<file path="config.mk">
export PLATFORM = sky130hd
export DESIGN_NAME = adsr_envelope_generator_flat
export DESIGN_NICKNAME = d
export VERILOG_FILES = /design/src/hw/rtl/adsr_pkg.sv /design/src/hw/rtl/adsr_in_if.sv /design/src/hw/rtl/adsr_out_if.sv /design/src/hw/rtl/adsr_div.sv /design/src/hw/rtl/adsr_envelope_generator.sv /design/src/flat_wrapper.sv
export VERILOG_INCLUDE_DIRS = /design/src /design/src/hw/rtl
export SDC_FILE = /design/constraint.sdc
export NUM_CORES = 2
export LEC_CHECK = 0
export BUFFER_PORTS_ARGS = -buffer_cell sky130_fd_sc_hd__buf_4
export CORE_UTILIZATION = 45
export DETAILED_ROUTE_END_ITERATION = 6
export PLACE_DENSITY = 0.63
export SLEW_MARGIN = 20
export SYNTH_ARGS = -nofsm -noshare
export SYNTH_HDL_FRONTEND = slang
export SYNTH_SLANG_ARGS = --single-unit
</file>
<file path="constraint.sdc">
create_clock -name i_clk -period 21 [get_ports i_clk]
set_input_delay 1.05 -clock i_clk [delete_from_list [all_inputs] [get_ports i_clk]]
set_output_delay 1.05 -clock i_clk [all_outputs]
set_load 0.01 [all_outputs]
</file>
<file path="src/hw/rtl/adsr_envelope_generator_defines.svh">
// Assertion macros shared by the envelope generator RTL.
// Depends on nothing; included by the top level only.
`ifndef ADSR_ENVELOPE_GENERATOR_DEFINES_SVH
`define ADSR_ENVELOPE_GENERATOR_DEFINES_SVH

// Same-cycle implication, disabled while reset is low.
`define ADSR_ASSERT_IMP(lbl, clk, rstn, ante, cons, msg) \
    lbl: assert property (@(posedge clk) disable iff (!(rstn)) (ante) |-> (cons)) \
        else $error(msg);

// Next-cycle implication, disabled while reset is low.
`define ADSR_ASSERT_NXT(lbl, clk, rstn, ante, cons, msg) \
    lbl: assert property (@(posedge clk) disable iff (!(rstn)) (ante) |=> (cons)) \
        else $error(msg);

`endif

</file>
<file path="src/hw/rtl/adsr_pkg.sv">
// Shared types and constants of the ADSR envelope generator.
// No dependencies; used by the interfaces and every module but adsr_div.
`timescale 1ns / 1ps

package adsr_pkg;

    localparam int TICK_BITS   = 20;
    localparam int MIN_TIME_US = 100;
    localparam int PHASE_BITS  = 3;
    localparam int CFG_IDX_BITS = 3;

    // Configuration register indexes
    localparam logic [CFG_IDX_BITS-1:0] CFG_ATTACK_TIME   = 3'd0;
    localparam logic [CFG_IDX_BITS-1:0] CFG_DECAY_TIME    = 3'd1;
    localparam logic [CFG_IDX_BITS-1:0] CFG_SUSTAIN_LEVEL = 3'd2;
    localparam logic [CFG_IDX_BITS-1:0] CFG_RELEASE_TIME  = 3'd3;
    localparam logic [CFG_IDX_BITS-1:0] CFG_PEAK_LEVEL    = 3'd4;

    typedef enum logic [PHASE_BITS-1:0] {
        PH_IDLE    = 3'd0,
        PH_ATTACK  = 3'd1,
        PH_DECAY   = 3'd2,
        PH_SUSTAIN = 3'd3,
        PH_RELEASE = 3'd4
    } t_phase;

    typedef enum logic [1:0] {
        SEQ_IDLE  = 2'd0,
        SEQ_MUL   = 2'd1,
        SEQ_DIV   = 2'd2,
        SEQ_APPLY = 2'd3
    } t_seq_state;

endpackage

</file>
<file path="src/hw/rtl/adsr_in_if.sv">
// Request channel of the envelope generator: gate and elapsed tick time.
// Depends on adsr_pkg.
`timescale 1ns / 1ps

interface adsr_in_if;
    logic                             valid;
    logic                             ready;
    logic                             gate;
    logic [adsr_pkg::TICK_BITS-1:0]   tick_time;

    modport source (output valid, output gate, output tick_time, input ready);
    modport sink   (input valid, input gate, input tick_time, output ready);
endinterface

</file>
<file path="src/hw/rtl/adsr_out_if.sv">
// Result channel of the envelope generator: level and phase.
// Depends on adsr_pkg.
`timescale 1ns / 1ps

interface adsr_out_if #(
    parameter int LEVEL_BITS = 16
);
    logic                              valid;
    logic                              ready;
    logic [LEVEL_BITS-1:0]             level;
    logic [adsr_pkg::PHASE_BITS-1:0]   phase;

    modport source (output valid, output level, output phase, input ready);
    modport sink   (input valid, input level, input phase, output ready);
endinterface

</file>
<file path="src/hw/rtl/adsr_div.sv">
// Iterative restoring divider, one quotient bit per clock.
// Standalone; instantiated by adsr_envelope_generator.
`timescale 1ns / 1ps

module adsr_div #(
    parameter int DW = 36,
    parameter int VW = 24
) (
    input  logic          i_clk,
    input  logic          i_rst_n,
    input  logic          i_start,
    input  logic [DW-1:0] i_dividend,
    input  logic [VW-1:0] i_divisor,
    output logic          o_busy,
    output logic          o_done,
    output logic [DW-1:0] o_quotient
);

    localparam int CW = $clog2(DW + 1);

    logic          r_busy;
    logic          r_done;
    logic [CW-1:0] r_cnt;
    logic [DW-1:0] r_quo;
    logic [VW-1:0] r_rem;
    logic [VW-1:0] r_dvs;

    logic [VW:0]   w_shift;
    logic [VW:0]   w_diff;
    logic          w_ge;
    logic [DW-1:0] n_quo;
    logic [VW-1:0] n_rem;

    // Shift in the next dividend bit, try the subtract
    always_comb begin
        w_shift = {r_rem, r_quo[DW-1]};
        w_diff  = w_shift - {1'b0, r_dvs};
        w_ge    = ~w_diff[VW];
        n_quo   = {r_quo[DW-2:0], w_ge};
        n_rem   = w_ge ? w_diff[VW-1:0] : w_shift[VW-1:0];
    end

    always_ff @(posedge i_clk) begin
        if (!i_rst_n) begin
            r_busy <= 1'b0;
            r_done <= 1'b0;
            r_cnt  <= '0;
        end else begin
            r_done <= 1'b0;
            if (i_start) begin
                r_busy <= 1'b1;
                r_cnt  <= CW'(DW);
            end else if (r_busy) begin
                r_cnt <= r_cnt - 1'b1;
                if (r_cnt == CW'(1)) begin
                    r_busy <= 1'b0;
                    r_done <= 1'b1;
                end
            end
        end
    end

    always_ff @(posedge i_clk) begin
        if (i_start) begin
            r_quo <= i_dividend;
            r_rem <= '0;
            r_dvs <= i_divisor;
        end else if (r_busy) begin
            r_quo <= n_quo;
            r_rem <= n_rem;
        end
    end

    assign o_busy     = r_busy;
    assign o_done     = r_done;
    assign o_quotient = r_quo;

endmodule

</file>
<file path="src/hw/rtl/adsr_envelope_generator.sv">
// Linear ADSR envelope generator: one request per tick, one level/phase result.
// Depends on adsr_pkg, adsr_in_if, adsr_out_if, adsr_div and the defines header.
//
// Each request carries a gate bit and the microseconds elapsed since the
// previous tick; the block answers with the new envelope level (unsigned
// Q0.LEVEL_BITS) and phase (0 idle, 1 attack, 2 decay, 3 sustain, 4 release).
// From acceptance to the next acceptance the sequencer steps through its
// states in order: SEQ_MUL forms the product tick_time * span and starts the
// shared restoring divider, SEQ_DIV waits while it finds one quotient bit per
// clock (TICK_BITS + LEVEL_BITS bits), SEQ_APPLY updates the envelope state
// once the output register is free, and SEQ_IDLE takes the next request. The
// result sits in an output register, so the next request is taken while it
// still waits to be read. Ready drops for the whole computation. Configuration
// is written through i_cfg_we / i_cfg_idx / i_cfg_data and must only change
// while no request is in flight; indexes past the last register are dropped.
// Times below 100 us act as 100 us.
`timescale 1ns / 1ps
`include "adsr_envelope_generator_defines.svh"

module adsr_envelope_generator #(
    parameter int LEVEL_BITS = 16,
    parameter int TIME_BITS  = 24
) (
    input  logic                                    i_clk,
    input  logic                                    i_rst_n,
    input  logic                                    i_cfg_we,
    input  logic [adsr_pkg::CFG_IDX_BITS-1:0]       i_cfg_idx,
    input  logic [((TIME_BITS > LEVEL_BITS) ? TIME_BITS : LEVEL_BITS)-1:0] i_cfg_data,
    adsr_in_if.sink                                 i_req,
    adsr_out_if.source                              o_rsp
);

    localparam int TB = adsr_pkg::TICK_BITS;
    localparam int DW = TB + LEVEL_BITS;   // product / dividend width
    localparam logic [LEVEL_BITS-1:0] FullScale = '1;
    localparam logic [TIME_BITS-1:0]  MinTime   = TIME_BITS'(adsr_pkg::MIN_TIME_US);

    // ---------------- configuration registers ----------------
    logic [TIME_BITS-1:0]  r_attack_time;
    logic [TIME_BITS-1:0]  r_decay_time;
    logic [LEVEL_BITS-1:0] r_sustain;
    logic [TIME_BITS-1:0]  r_release_time;
    logic [LEVEL_BITS-1:0] r_peak;

    always_ff @(posedge i_clk) begin
        if (!i_rst_n) begin
            r_attack_time  <= TIME_BITS'(10000);
            r_decay_time   <= TIME_BITS'(100000);
            r_sustain      <= LEVEL_BITS'(45875);
            r_release_time <= TIME_BITS'(200000);
            r_peak         <= LEVEL_BITS'(65535);
        end else if (i_cfg_we) begin
            case (i_cfg_idx)
                adsr_pkg::CFG_ATTACK_TIME:   r_attack_time  <= i_cfg_data[TIME_BITS-1:0];
                adsr_pkg::CFG_DECAY_TIME:    r_decay_time   <= i_cfg_data[TIME_BITS-1:0];
                adsr_pkg::CFG_SUSTAIN_LEVEL: r_sustain      <= i_cfg_data[LEVEL_BITS-1:0];
                adsr_pkg::CFG_RELEASE_TIME:  r_release_time <= i_cfg_data[TIME_BITS-1:0];
                adsr_pkg::CFG_PEAK_LEVEL:    r_peak         <= i_cfg_data[LEVEL_BITS-1:0];
                default: ;
            endcase
        end
    end

    // ---------------- sequencer and envelope state ----------------
    adsr_pkg::t_seq_state r_state, n_state;
    adsr_pkg::t_phase     r_phase;       // committed phase
    logic [LEVEL_BITS-1:0] r_level;      // committed level
    adsr_pkg::t_phase     r_work_phase;  // phase after the gate decision
    logic [TB-1:0]        r_tick;

    logic r_out_valid;
    logic [LEVEL_BITS-1:0] r_out_level;
    adsr_pkg::t_phase     r_out_phase;

    logic w_in_fire;
    logic w_div_start;
    logic w_commit;
    logic w_out_free;

    logic                  w_div_busy;
    logic                  w_div_done;
    logic [DW-1:0]         w_quotient;
    logic [LEVEL_BITS-1:0] w_span;
    logic [TIME_BITS-1:0]  w_time_sel;
    logic [TIME_BITS-1:0]  w_divisor;
    logic [DW-1:0]         w_prod;
    logic [LEVEL_BITS-1:0] w_step;

    adsr_pkg::t_phase      w_gate_phase;
    adsr_pkg::t_phase      n_phase;
    logic [LEVEL_BITS-1:0] n_level;

    assign w_out_free = !r_out_valid || o_rsp.ready;
    assign w_in_fire  = i_req.valid && i_req.ready;

    // Next state
    always_comb begin
        n_state = r_state;
        case (r_state)
            adsr_pkg::SEQ_IDLE:  if (i_req.valid) n_state = adsr_pkg::SEQ_MUL;
            adsr_pkg::SEQ_MUL:   n_state = adsr_pkg::SEQ_DIV;
            adsr_pkg::SEQ_DIV:   if (w_div_done) n_state = adsr_pkg::SEQ_APPLY;
            adsr_pkg::SEQ_APPLY: if (w_out_free) n_state = adsr_pkg::SEQ_IDLE;
            default:             n_state = adsr_pkg::SEQ_IDLE;
        endcase
    end

    // Sequencer outputs
    always_comb begin
        i_req.ready = 1'b0;
        w_div_start = 1'b0;
        w_commit    = 1'b0;
        case (r_state)
            adsr_pkg::SEQ_IDLE:  i_req.ready = 1'b1;
            adsr_pkg::SEQ_MUL:   w_div_start = 1'b1;
            adsr_pkg::SEQ_DIV:   ;
            adsr_pkg::SEQ_APPLY: w_commit = w_out_free;
            default:             ;
        endcase
    end

    always_ff @(posedge i_clk) begin
        if (!i_rst_n) begin
            r_state <= adsr_pkg::SEQ_IDLE;
        end else begin
            r_state <= n_state;
        end
    end

    // Gate decision: restart attack from idle or release, enter release on a
    // low gate from any active phase
    always_comb begin
        w_gate_phase = r_phase;
        if (i_req.gate) begin
            if (r_phase == adsr_pkg::PH_IDLE || r_phase == adsr_pkg::PH_RELEASE) begin
                w_gate_phase = adsr_pkg::PH_ATTACK;
            end
        end else if (r_phase != adsr_pkg::PH_IDLE && r_phase != adsr_pkg::PH_RELEASE) begin
            w_gate_phase = adsr_pkg::PH_RELEASE;
        end
    end

    always_ff @(posedge i_clk) begin
        if (w_in_fire) begin
            r_work_phase <= w_gate_phase;
            r_tick       <= i_req.tick_time;
        end
    end

    // Span and duration of the active slope; idle and sustain divide zero
    always_comb begin
        case (r_work_phase)
            adsr_pkg::PH_ATTACK: begin
                w_span     = FullScale;
                w_time_sel = r_attack_time;
            end
            adsr_pkg::PH_DECAY: begin
                w_span     = (r_peak >= r_sustain) ? (r_peak - r_sustain)
                                                   : (r_sustain - r_peak);
                w_time_sel = r_decay_time;
            end
            adsr_pkg::PH_RELEASE: begin
                w_span     = FullScale;
                w_time_sel = r_release_time;
            end
            default: begin
                w_span     = '0;
                w_time_sel = r_attack_time;
            end
        endcase
        w_divisor = (w_time_sel < MinTime) ? MinTime : w_time_sel;
        w_prod    = {{LEVEL_BITS{1'b0}}, r_tick} * {{TB{1'b0}}, w_span};
    end

    // The product is registered inside the divider on its start cycle
    adsr_div #(
        .DW (DW),
        .VW (TIME_BITS)
    ) u_div (
        .i_clk      (i_clk),
        .i_rst_n    (i_rst_n),
        .i_start    (w_div_start),
        .i_dividend (w_prod),
        .i_divisor  (w_divisor),
        .o_busy     (w_div_busy),
        .o_done     (w_div_done),
        .o_quotient (w_quotient)
    );

    // Clamp the step to full scale; every use saturates there anyway
    assign w_step = (|w_quotient[DW-1:LEVEL_BITS]) ? FullScale
                                                   : w_quotient[LEVEL_BITS-1:0];

    // Apply one step of the active phase
    always_comb begin
        logic [LEVEL_BITS:0] sum;
        sum     = {1'b0, r_level} + {1'b0, w_step};
        n_level = r_level;
        n_phase = r_work_phase;
        case (r_work_phase)
            adsr_pkg::PH_ATTACK: begin
                n_level = sum[LEVEL_BITS] ? FullScale : sum[LEVEL_BITS-1:0];
                if (n_level >= r_peak) begin
                    n_level = r_peak;
                    n_phase = adsr_pkg::PH_DECAY;
                end
            end
            adsr_pkg::PH_DECAY: begin
                if (r_level > r_sustain) begin
                    n_level = (w_step >= r_level) ? '0 : (r_level - w_step);
                    if (n_level <= r_sustain) begin
                        n_level = r_sustain;
                        n_phase = adsr_pkg::PH_SUSTAIN;
                    end
                end else if (r_level < r_sustain) begin
                    n_level = sum[LEVEL_BITS-1:0];
                    if (sum >= {1'b0, r_sustain}) begin
                        n_level = r_sustain;
                        n_phase = adsr_pkg::PH_SUSTAIN;
                    end
                end else begin
                    n_phase = adsr_pkg::PH_SUSTAIN;
                end
            end
            adsr_pkg::PH_SUSTAIN: begin
                n_level = r_sustain;
            end
            adsr_pkg::PH_RELEASE: begin
                if (w_step >= r_level) begin
                    n_level = '0;
                    n_phase = adsr_pkg::PH_IDLE;
                end else begin
                    n_level = r_level - w_step;
                end
            end
            default: begin
                n_level = '0;
                n_phase = adsr_pkg::PH_IDLE;
            end
        endcase
    end

    // Commit state and load the output register together
    always_ff @(posedge i_clk) begin
        if (!i_rst_n) begin
            r_phase     <= adsr_pkg::PH_IDLE;
            r_level     <= '0;
            r_out_valid <= 1'b0;
        end else begin
            if (w_commit) begin
                r_phase     <= n_phase;
                r_level     <= n_level;
                r_out_valid <= 1'b1;
            end else if (o_rsp.ready) begin
                r_out_valid <= 1'b0;
            end
        end
    end

    always_ff @(posedge i_clk) begin
        if (w_commit) begin
            r_out_level <= n_level;
            r_out_phase <= n_phase;
        end
    end

    assign o_rsp.valid = r_out_valid;
    assign o_rsp.level = r_out_level;
    assign o_rsp.phase = r_out_phase;

    // ---------------- assertions ----------------
    `ADSR_ASSERT_IMP(a_idle_div_quiet, i_clk, i_rst_n, r_state == adsr_pkg::SEQ_IDLE,
        !w_div_busy, "divider busy while sequencer idle")
    `ADSR_ASSERT_IMP(a_done_in_div, i_clk, i_rst_n, w_div_done,
        r_state == adsr_pkg::SEQ_DIV, "divider finished outside the divide state")
    `ADSR_ASSERT_NXT(a_idle_is_zero, i_clk, i_rst_n,
        w_commit && n_phase == adsr_pkg::PH_IDLE, r_level == '0,
        "idle phase committed with a nonzero level")

endmodule

</file>
<file path="src/flat_wrapper.sv">
// flat-port wrapper written by rule: the top's interface ports become plain ports
module adsr_envelope_generator_flat 
#(
    parameter int LEVEL_BITS = 16,
    parameter int TIME_BITS  = 24
)
  (i_clk, i_rst_n, i_cfg_we, i_cfg_idx, i_cfg_data, i_req_valid, i_req_gate, i_req_tick_time, i_req_ready, o_rsp_valid, o_rsp_level, o_rsp_phase, o_rsp_ready);
  adsr_in_if i_req_i ();
  adsr_out_if #(.LEVEL_BITS(LEVEL_BITS)) o_rsp_i ();
  input  logic i_clk;
  input  logic i_rst_n;
  input  logic i_cfg_we;
  input  logic [adsr_pkg::CFG_IDX_BITS-1:0] i_cfg_idx;
  input  logic [((TIME_BITS > LEVEL_BITS) ? TIME_BITS : LEVEL_BITS)-1:0] i_cfg_data;
  input wire logic [$bits(i_req_i.valid)-1:0] i_req_valid;
  input wire logic [$bits(i_req_i.gate)-1:0] i_req_gate;
  input wire logic [$bits(i_req_i.tick_time)-1:0] i_req_tick_time;
  output wire logic [$bits(i_req_i.ready)-1:0] i_req_ready;
  output wire logic [$bits(o_rsp_i.valid)-1:0] o_rsp_valid;
  output wire logic [$bits(o_rsp_i.level)-1:0] o_rsp_level;
  output wire logic [$bits(o_rsp_i.phase)-1:0] o_rsp_phase;
  input wire logic [$bits(o_rsp_i.ready)-1:0] o_rsp_ready;
  assign i_req_i.valid = i_req_valid;
  assign i_req_i.gate = i_req_gate;
  assign i_req_i.tick_time = i_req_tick_time;
  assign i_req_ready = i_req_i.ready;
  assign o_rsp_valid = o_rsp_i.valid;
  assign o_rsp_level = o_rsp_i.level;
  assign o_rsp_phase = o_rsp_i.phase;
  assign o_rsp_i.ready = o_rsp_ready;
  adsr_envelope_generator #(.LEVEL_BITS(LEVEL_BITS), .TIME_BITS(TIME_BITS)) u_core (.i_clk(i_clk), .i_rst_n(i_rst_n), .i_cfg_we(i_cfg_we), .i_cfg_idx(i_cfg_idx), .i_cfg_data(i_cfg_data), .i_req(i_req_i), .o_rsp(o_rsp_i));
endmodule
</file>
==> summary.md <==
| Metric | Value |
|---|---|
| Outcome | `completed` |
| # setup viols final | `0` |
| Largest buffer count on any clock path | `3` |
| Slew HR | `20.4%` |
| Post-synth EDFFs | `102` |
| Hold Crit Class | `flop to flop` |
| Layout net count | `3769` |
| Syn-to-layout area delta | `8.04%` |
| Primary FF master, synth | `dfxtp_1` |
| Warnings from Yosys | `0` |
| RSZ-0062 raised after global routing | `false` |
| #FFs+latches synth | `260` |
| First-pass GRT wire length | `130000 microns` |
| Synthesized area | `27700 sq um` |
| Die Width | `250 microns` |
| Setup Fix Bufs, Post-CTS | `0` |
| Total Routed Length | `80900 microns` |
| Least-Margin Pin Slew | `1190 ps` |
| Core area | `60600 sq um` |
| CP Capture Type | `flop` |
| Clock-pin slew on the worst setup and hold paths | `60 ps` |
| Layout cell share with drive strength beyond 1 | `7.14%` |
| MaxCap Viol Count | `0` |
| Commonest non-fill, non-tap cells in the layout | `505 x nand2_1, 403 x inv_1, 265 x ha_1` |
| Initial Utilization | `45.7%` |
| Port Buffers | `73` |
| Nature of the critical path startpoint | `flop` |
| Crit-path slowest cell | `a31o_2` |
| 1st-iter DRT viols | `1655` |
| Root Buffer | `clkbuf_16` |
| Remaining routing DRC violations | `0` |
| Die area | `62600 sq um` |
| Cts bufs inserted | `31` |
| Die span in y | `250 microns` |
| Vias | `22900` |
| Seq/Total Area, Yosys | `22.5%` |
| DP Wirelength | `62600 microns` |
| Layout Skew | `19.8 ps` |
| Post_cts resized | `0` |
| R2r setup slk | `10660 ps` |
| Antenna viol nets, final | `0` |
| Syn nets | `3803` |
| Vias in the first global route | `23500` |
| WP data required | `21320 ps` |
| Vias per cell | `5.73` |
| WS Path Type | `flop to flop` |
| GRT Total Usage | `26.1%` |
| Most frequent CP cell | `fa_1` |
| Synth top area share | `18.4%` |
| Antenna diodes | `0` |
| Async set-reset flop share out of synthesis | `0%` |
| Post-CTS Hold Fix Bufs | `0` |
| Setup TNS Final | `0 ps` |
| Clk sinks | `260` |
| CP max FO | `27` |
| Critical Path AT | `10650 ps` |
| Final GP Congestion | `0.969` |
| CTS HTree Levels | `1` |
| Top cells by area, synth | `fa_1 18%, ha_1 12%, dfxtp_1 11%` |
| Final period util | `49.2%` |
| CP peak stage delay | `650 ps` |
| CTS tree | `done` |
| Period minus WS final | `10340 ps` |
| Pins Over Slew Limit | `0` |
| Worst skew pair latency | `620 ps` |
| Yosys top cell by area | `fa_1` |
| Commonest non-fill, non-tap cell in the layout | `nand2_1` |
| Netlist cell types | `80` |
| IO Pins | `74` |
| Syn_area_per_cell | `8.58 sq um` |
| Gate Count Post-Synth | `3229` |
| Final hold viol count | `0` |
| Total gr overflow | `0` |
| Pin count of the biggest net entering global routing | `79` |
| Maximum clock rate | `0.0967 GHz` |
| DR pass1 iterations | `5` |
| Initial antenna violation count | `0` |
| Std cell rows | `90` |
| Wire length per cell | `20.2 microns` |
## Yosys cell counts, types with 24 or more instances
master / number
nand2_1: 505
inv_1: 403
ha_1: 266
fa_1: 255
a21oi_1: 158
dfxtp_1: 158
nor2_1: 149
clkbuf_1: 126
and2_1: 115
edfxtp_1: 102
o21ai_0: 96
a21o_1: 78
a21boi_0: 71
xnor2_1: 68
nor2b_1: 61
nand2b_1: 46
nand3_1: 46
o211ai_1: 41
buf_2: 31
mux2_2: 31
nand4_1: 29
nor3_1: 28
xor2_1: 27
a22oi_1: 24
## kinds of logic after synthesis
logic type / share of synthesized area (%)
multiplexers: 1.87
adder cells (fa/ha/maj): 30.4
buffers and inverters: 7.91
AO/OA/AOI/OAI: 16.3
AND/OR/NAND/NOR: 17.9
flip-flops: 22.5
XOR/XNOR: 3.06
## area by class of cell
cell class                 count  area, sq um
clock buffer                  44          917
clock inverter                14          196
fill                        5787        30700
inverter                     403         1510
multi-input combinational   2398        19300
sequential                   260         6230
tap                          782          978
timing repair buffer         101          758
## registers in the layout (all words and copies together), names as in the netlist
register,flops
u_core.u_div.o_quotient,36
u_core.r_attack_time,24
u_core.r_decay_time,24
u_core.r_release_time,24
u_core.u_div.r_dvs,24
u_core.u_div.r_rem,24
u_core.r_tick,20
u_core.o_rsp.level,16
u_core.r_level,16
u_core.r_peak,16
u_core.r_sustain,16
u_core.u_div.r_cnt,6
u_core.o_rsp.phase,3
u_core.r_phase,3
u_core.r_work_phase,3
u_core.r_state,2
u_core.o_rsp.valid,1
u_core.u_div.o_busy,1
u_core.u_div.o_done,1
## stage by stage
stage                     hold WS [ps]  area, sq um  cells  util (%)  setup WS, ps
after floorplan                    441        27700   3229         -         12070
after global placement             451        28800   3944      47.6         10640
after detailed placement           458        28800   3944      47.6         10410
after CTS                          468        29900   4002      49.4         10400
after global routing               482        29900   4002      49.4         10230
final                              467        29900   4002      49.4         10660
## critical path, delay by kind of cell (launching register included)
kind,cells,cell delay [ps]
and+or+nand+nor,1,120
AOI/OAI and AO/OA,16,4090
buffers and inverters,4,470
adders and majority gates,9,4150
muxes,1,420
xor gates and xnor gates,2,280
DFF,1,490
## worst paths after layout
check / from / end / cells after the start
min: u_core.r_decay_time[22] / u_core.r_decay_time[22] / 2
min reg2reg: u_core.r_decay_time[22] / u_core.r_decay_time[22] / 2
max reg2reg: u_core.r_sustain[0] / u_core.u_div.o_quotient[35] / 33
max: u_core.r_sustain[0] / u_core.u_div.o_quotient[35] / 33
## metal layers
metal / up-vias / share of wire (%) / global-route usage, %
met5: - / 0 / 0
met4: 0 / 2.3 / 6.77
met3: 131 / 6.3 / 3.73
met2: 697 / 47 / 43.6
met1: 11400 / 44 / 35.4
li1: 10700 / - / -
Power is not shown: default switching activity piles up to over one toggle a cycle in this logic, so the estimate is an artifact.
